[src/rtl/bfdh_pkg.sv]
// ----------------------------------------------------------------------------
// bfdh_pkg
// Shared types and constants of the double-hash Bloom filter.
// ----------------------------------------------------------------------------
`default_nettype none

package bfdh_pkg;

  localparam logic [63:0] FNV_OFFSET = 64'hcbf29ce484222325;
  localparam logic [63:0] FNV_MULT   = 64'h00000100000001b3;

  typedef enum logic {
    OP_CHECK = 1'b0,
    OP_ADD   = 1'b1
  } op_e;

  typedef enum logic {
    REG_NUM_HASHES  = 1'b0,
    REG_FILTER_SIZE = 1'b1
  } reg_e;

  typedef struct packed {
    logic        operation;
    logic [63:0] key;
  } in_word_t;

  typedef struct packed {
    logic        present;
    logic [4:0]  newly_set;
    logic [16:0] total_set;
  } out_word_t;

  // Controller to datapath commands.
  typedef struct packed {
    logic load;      // capture key and start hashing
    logic hash_step; // one hash step
    logic pos_start; // start the position for the current probe
    logic pos_step;  // one step of the modulo unit
    logic wr;        // write the current word back with the bit set
    logic next;      // advance to the next probe
    logic clr;       // clear one store word
  } cmd_t;

  // Datapath to controller status.
  typedef struct packed {
    logic hash_done;
    logic pos_done;
    logic bit_set;
    logic last_probe;
    logic no_probe;
    logic clr_done;
  } stat_t;

  // Mixer hash, one line at a time.
  function automatic logic [63:0] mix_step(input logic [63:0] v, input logic [2:0] s);
    logic [63:0] r;
    begin
      r = v;
      unique case (s)
        3'd0: r = (~v) + (v << 21);
        3'd1: r = v ^ (v >> 24);
        3'd2: r = (v + (v << 3)) + (v << 8);
        3'd3: r = v ^ (v >> 14);
        3'd4: r = (v + (v << 2)) + (v << 4);
        3'd5: r = v ^ (v >> 28);
        3'd6: r = v + (v << 31);
        default: r = v;
      endcase
      return r;
    end
  endfunction

endpackage

`default_nettype wire

[src/rtl/bfdh_ctrl.sv]
// ----------------------------------------------------------------------------
// bfdh_ctrl
// Sequencer for clearing, hashing, probing and reporting.
// ----------------------------------------------------------------------------
`default_nettype none

module bfdh_ctrl
  import bfdh_pkg::*;
(
  input  wire logic  clk_i,
  input  wire logic  rst_ni,
  input  wire logic  start_i,
  input  wire logic  add_i,
  input  wire stat_t stat_i,
  output logic       busy_o,
  output logic       done_o,
  output cmd_t       cmd_o
);

  typedef enum logic [8:0] {
    S_CLEAR = 9'b000000001,
    S_IDLE  = 9'b000000010,
    S_HASH  = 9'b000000100,
    S_PSTRT = 9'b000001000,
    S_DIV   = 9'b000010000,
    S_READ  = 9'b000100000,
    S_TEST  = 9'b001000000,
    S_WRITE = 9'b010000000,
    S_DONE  = 9'b100000000
  } state_e;

  state_e state_q, state_d;
  logic   add_q, done_q;

  always_comb begin
    state_d = state_q;
    cmd_o   = '0;
    unique case (state_q)
      S_CLEAR: begin
        cmd_o.clr = 1'b1;
        if (stat_i.clr_done) begin
          state_d = S_IDLE;
        end
      end
      S_IDLE: begin
        if (start_i && !done_q) begin
          cmd_o.load = 1'b1;
          state_d    = S_HASH;
        end
      end
      S_HASH: begin
        if (stat_i.hash_done) begin
          state_d = stat_i.no_probe ? S_DONE : S_PSTRT;
        end else begin
          cmd_o.hash_step = 1'b1;
        end
      end
      S_PSTRT: begin
        cmd_o.pos_start = 1'b1;
        state_d         = S_DIV;
      end
      S_DIV: begin
        if (stat_i.pos_done) begin
          state_d = S_READ;
        end else begin
          cmd_o.pos_step = 1'b1;
        end
      end
      S_READ: begin
        state_d = S_TEST;
      end
      S_TEST: begin
        if (!stat_i.bit_set && add_q) begin
          cmd_o.wr = 1'b1;
          state_d  = S_WRITE;
        end else begin
          cmd_o.next = 1'b1;
          if (!stat_i.bit_set || stat_i.last_probe) begin
            state_d = S_DONE;
          end else begin
            state_d = S_PSTRT;
          end
        end
      end
      S_WRITE: begin
        // Word already written; the read of the same address returns the new word.
        state_d = S_TEST;
      end
      S_DONE: begin
        state_d = S_IDLE;
      end
      default: state_d = S_IDLE;
    endcase
  end

  always_ff @(posedge clk_i or negedge rst_ni) begin
    if (!rst_ni) begin
      state_q <= S_CLEAR;
      add_q   <= 1'b0;
      done_q  <= 1'b0;
    end else begin
      state_q <= state_d;
      done_q  <= (state_q == S_DONE);
      if (cmd_o.load) begin
        add_q <= add_i;
      end
    end
  end

  assign busy_o = (state_q != S_IDLE) || done_q;
  assign done_o = done_q;

endmodule

`default_nettype wire

[config.mk]
export PLATFORM = sky130hd
export DESIGN_NAME = bfdh_ctrl
export DESIGN_NICKNAME = d
export VERILOG_FILES = /design/src/rtl/bfdh_pkg.sv /design/src/rtl/bfdh_ctrl.sv
export SDC_FILE = /design/constraint.sdc
export NUM_CORES = 1
export LEC_CHECK = 0
export BUFFER_PORTS_ARGS = -buffer_cell sky130_fd_sc_hd__buf_2
export CAP_MARGIN = 0
export CORE_AREA = 3 3 40 42
export DETAILED_ROUTE_END_ITERATION = 10
export DIE_AREA = 0 0 43 45
export PLACE_DENSITY = 0.79
export SYNTH_ARGS = -nofsm -noshare
export SYNTH_HDL_FRONTEND = slang
export SYNTH_SLANG_ARGS = --single-unit
[constraint.sdc]
create_clock -name clk_i -period 3.9 [get_ports clk_i]
set_input_delay 0.195 -clock clk_i [delete_from_list [all_inputs] [get_ports clk_i]]
set_output_delay 0.195 -clock clk_i [all_outputs]
set_load 0.01 [all_outputs]
-- Word level (Yosys, flattened, before mapping)
Cells that the tools add are included.
- bits in registers: 11
- output and inout port bits: 9
- bits of input ports: 10
- logic and storage cells: 44
- reductions and logical operators: 8
- equal/unequal tests: 14
- multiplexer cells: 19
- operator list (kind ; number):
    $mux W9 ; 7
    $pmux W9 S7 ; 1
    $mux W1 ; 10
    $eq A9 B1 Y1 const B ; 1
    $eq A9 B2 Y1 const B ; 1
    $eq A9 B3 Y1 const B ; 1
    $eq A9 B4 Y1 const B ; 1
    $eq A9 B5 Y1 const B ; 1
    $eq A9 B6 Y1 const B ; 1
    $eq A9 B7 Y1 const B ; 1
    $eq A9 B8 Y1 const B ; 1
    $eq A9 B9 Y1 const B ; 1
    $ne A9 B2 Y1 const B ; 1
    $ne A2 B2 Y1 const B ; 4
    $reduce_and A4 Y1 ; 1
    $logic_and A1 B1 Y1 ; 2
    $logic_not A1 Y1 ; 2
    $logic_or A1 B1 Y1 ; 2
    $mux W2 ; 1
    $reduce_or A2 Y1 ; 1

-- Longest topological paths before layout
- word-level depth: 5
- gate-level depth with buffers: 5
- mapped depth without buffers: 5

-- Worst setup path after synthesis
No wires, ideal clock.
- path type: register to register
- start point: register state_q[8]
- end point: register state_q[8]
- arrival time: 1432 ps
- period minus slack after synthesis: 1550 ps
- data required time: 3782 ps
- slack: 2350 ps
- stages on the path, launching flop included: 6
- path buffers: 0
- setup time: 118 ps
- cells stage by stage: dfrtp_1 nor3_2 nand3_1 nor3_2 or2_2 nor2_1
- cells in the longest elaborated chain, start to end: 3
- elaborated cells between the ends (all ways): 15
- those cells by class: eq/ne (12); mux (1); reduce/logical (2)
- ends and longest elaborated chain (what ; RTL line ; RTL):
    start, declared ; bfdh_ctrl.sv:32 ; state_e state_q, state_d;
    start signal, assigned ; bfdh_ctrl.sv:102 ; state_q <= state_d;
    $eq A9 B8 Y1, or another cell as far along ; bfdh_ctrl.sv:38 ; unique case (state_q)
    $reduce_or A2 Y1 (no line) or $ne A2 B2 Y1 (tied branches) ; - ;
    $pmux W9 S7 or $reduce_and A4 Y1 (tied branches) ; - ;
Parallel ways exist; a longest one is shown, timed or not.
A chain may end at the register's enable or synchronous reset.

-- Worst setup path in the final report
- start point: register state_q[2]
- end point: output port busy_o
- cells in the longest elaborated chain, start to end: 2
- ends and longest elaborated chain (what ; RTL line ; RTL):
    $ne A9 B2 Y1 ; bfdh_ctrl.sv:110 ; assign busy_o = (state_q != S_IDLE) || done_q;
    $logic_or A1 B1 Y1 ; bfdh_ctrl.sv:110 ;
    end, declared ; bfdh_ctrl.sv:15 ; output logic busy_o,
No other way between the ends.

==> impl_metrics.py <==
metrics = {
    "pwr": {
        "p_leak_uw": 0.000432,
        "power_density_nw_per_um2": 619,
        "vdd_ir_drop_max_mv": 0.304,
    },
    "die": {
        "die_area_um2": 1940,
        "die_w_um": 43,
        "io_pins": 19,
        "core_um2": 1280,
        "die_h_um": 45,
        "core.rowCount": 13,
        "start_util": 0.509,
    },
    "sta": {
        "min_period_ns": 1.99,
        "fmax_mhz": 504,
        "drv_slew": 0,
        "rsz0062_at_grt": "false",
        "fin_tns_setup_ns": 0,
        "fin_skew_ns": 0.00106,
        "fin_ws_ns": 1.91,
        "finalHoldViolCount": 0,
        "tightestPinTransition_ns": 0.355,
        "relSlewSlack": 0.762,
        "fin_crit_sh": 0.509,
        "finalSetupViolations": 0,
    },
    "detailed_routing": {
        "vias": 607,
        "detail_route.wl_per_cell_um": 13.6,
        "drc": 0,
        "first_pass_iters": 4,
        "vias_per_cell": 5.62,
        "ant_nets": 0,
        "wl_um": 1470,
        "drtIter0Drc": 11,
    },
    "yosys": {
        "avgSynthCellArea_um2": 9.35,
        "mappedNetlistArea_um2": 654,
        "synth_xor_area_frac": 0.0134,
        "synth_top_family_by_area": "simple AND/OR/NAND/NOR gates",
        "synth-seq-cells": 11,
        "yosys_warnings": 0,
        "synthAdderAreaFrac": 0,
        "synth_compound_area_frac": 0.119,
        "yosys.area_share.simple": 0.400,
        "syn_inst": 70,
        "seq_area_frac_synth": 0.423,
        "synth_fp_nets": 80,
        "synth.distinct_cells": 30,
        "synthMuxAreaShare": 0.0229,
    },
    "flow_run": {
        "maxCapViolCount": 0,
    },
    "placed_design": {
        "placed_cells_incl_taps": 103,
        "pre_cts_ws_ns": 2.18,
        "gp_congestion": 0.796,
        "io_buffer_count": 18,
        "hpwl_um": 1110,
        "placed_cell_area_um2": 763,
    },
    "worst_setup_path": {
        "critPathCaptureType": "output pin",
        "cp_slowest_cell": "dfrtp_1",
        "start_kind": "register",
        "cp_slowest_stage_delay_ns": 0.45,
        "crit_chain": "nor4_4 -> nand3b_1 -> or3_1 -> buf_2",
        "crit_type": "reg -> out",
        "critPathArrivalTime_ns": 1.79,
        "crit_path_max_fanout": 5,
        "cp.required_ns": 3.70,
    },
    "global_route": {
        "grt_max_degree": 12,
        "grt_pass1_vias": 554,
        "overflow": 0,
        "grt_pass1_wl_um": 2460,
        "grtUsageTotal": 0.172,
        "antenna_found_initial": 0,
    },
    "finish": {
        "multi_input_area_um2": 363,
        "area_growth_pct": 22.2,
        "stdcell_count": 108,
        "final_cell_area_um2": 800,
        "nets": 104,
        "fill_cells": 115,
        "num_antenna_cells": 0,
        "drive_above_1_share": 0.312,
        "seq_area_um2": 277,
    },
    "cts": {
        "htree_levels": 1,
        "cts_root_buf": "clkbuf_4",
        "cts_buffers": 3,
        "cts_max_path_buffers": 2,
        "cts_num_sinks": 11,
        "clk_pin_slew_ns": 0.07,
        "cts_resized": 0,
        "cts_tree": "yes",
        "clock_latency_ns": 0.28,
    },
    "run_status": {
        "status": "finished clean",
    },
    "worst_hold_path": {
        "hold_class": "in -> reg",
    },
}
-- stage by stage --
stage / hold slack (ns) / power, uW / util
6_report: 0.0506 / 495 / 0.622
5_1_grt: 0.0652 / 534 / 0.622
4_1_cts: 0.0535 / 492 / 0.622
3_5_place_dp: 0.0842 / 410 / 0.594
3_3_place_gp: 0.0753 / 402 / 0.594
2_1_floorplan: -0.101 / 349 / -
-- sequential cells by signal, summed over array words and instances, names as in the netlist --
register / flops
done_o: 1
add_q: 1
state_q: 9
-- cells in the final DEF, fill, tap and decap left out, types with 2 or more instances in the layout --
| master | count |
|---|---|
| or2b_1 | 2 |
| dfrtp_1 | 10 |
| nor3_2 | 3 |
| nand2b_1 | 4 |
| nand2_1 | 3 |
| nor2b_1 | 2 |
| o21ai_0 | 2 |
| nand4_1 | 2 |
| nor2_1 | 11 |
| buf_2 | 18 |
| inv_1 | 4 |
| nor3_1 | 7 |
| a21oi_1 | 2 |
| clkbuf_4 | 3 |
-- final timing paths --
path / from / to / slack [ns] / depth (start not counted)
max: state_q[2] / busy_o / 1.91 / 4
min: stat_i[0] / state_q[0] / 0.05 / 2
max reg2reg: state_q[2] / add_q / 2.16 / 5
min reg2reg: state_q[4] / state_q[6] / 0.51 / 1
max in group asynchronous: rst_ni / state_q[0] / 3.32 / 2
min in group asynchronous: rst_ni / state_q[8] / 0.32 / 2
-- cell families (layout without fill, tap and decap cells) --
logic type / count (synthesis) / after routing
buffers and inverters: 4 / 27
muxes: 1 / 1
DFF: 11 / 11
xor gates and xnor gates: 1 / 1
AOI/OAI and AO/OA: 11 / 11
and+or+nand+nor: 42 / 42
-- synthesized netlist by cell type --
cell	n	area share
a211oi_1	1	0.011
a21boi_0	1	0.011
a21oi_1	2	0.015
a22o_1	1	0.013
and4_1	1	0.013
dfrtp_1	10	0.38
dfstp_2	1	0.040
inv_1	4	0.023
mux2_4	1	0.023
nand2_1	3	0.017
nand2b_1	4	0.038
nand3_1	1	0.0076
nand3b_1	1	0.011
nand4_1	2	0.019
nand4b_1	1	0.013
nand4b_2	1	0.023
nor2_1	11	0.063
nor2b_1	2	0.019
nor3_1	7	0.054
nor3_2	3	0.046
nor4_4	1	0.033
o211a_1	1	0.015
o21ai_0	2	0.015
o21ai_1	1	0.0076
o22a_1	1	0.013
o32a_1	1	0.015
or2_2	1	0.0096
or2b_1	2	0.023
or3_1	1	0.0096
xnor2_1	1	0.013
-- area by class of cell --
cell class              count  area share
multi-input cells          55       0.454
flip-flops and latches     11       0.346
repair buffers             19       0.125
clock buffers               4      0.0329
well taps                  15      0.0235
inverters                   4      0.0188
-- routing by layer --
metal | share of wire | routed length (um) | track usage
met2 | 0.44 | 644 | 0.272
met3 | 0.053 | 77 | 0.0239
met5 | 0 | 0 | 0
met1 | 0.48 | 707 | 0.231
met4 | 0.025 | 36 | 0.0904
-- critical path: cells and delay by family, from the launching register on --
kind                   cells  cell delay, ns
buffers and inverters      1            0.15
AND/OR/NAND/NOR            3            0.92
flip-flops                 1            0.45
-- power by group --
part	switching (uW)	total, uW	internal (uW)
Clock	43.2	82.9	39.7
Combinational	131	242	111
Sequential	32.5	169	137
Total	207	495	288
-- timing repair --
action	in CTS	in global routing
buffers inserted	0	0
hold endpoints to repair	10	0
hold buffers	1	0
Note: power is estimated with default switching activity, not from simulation.
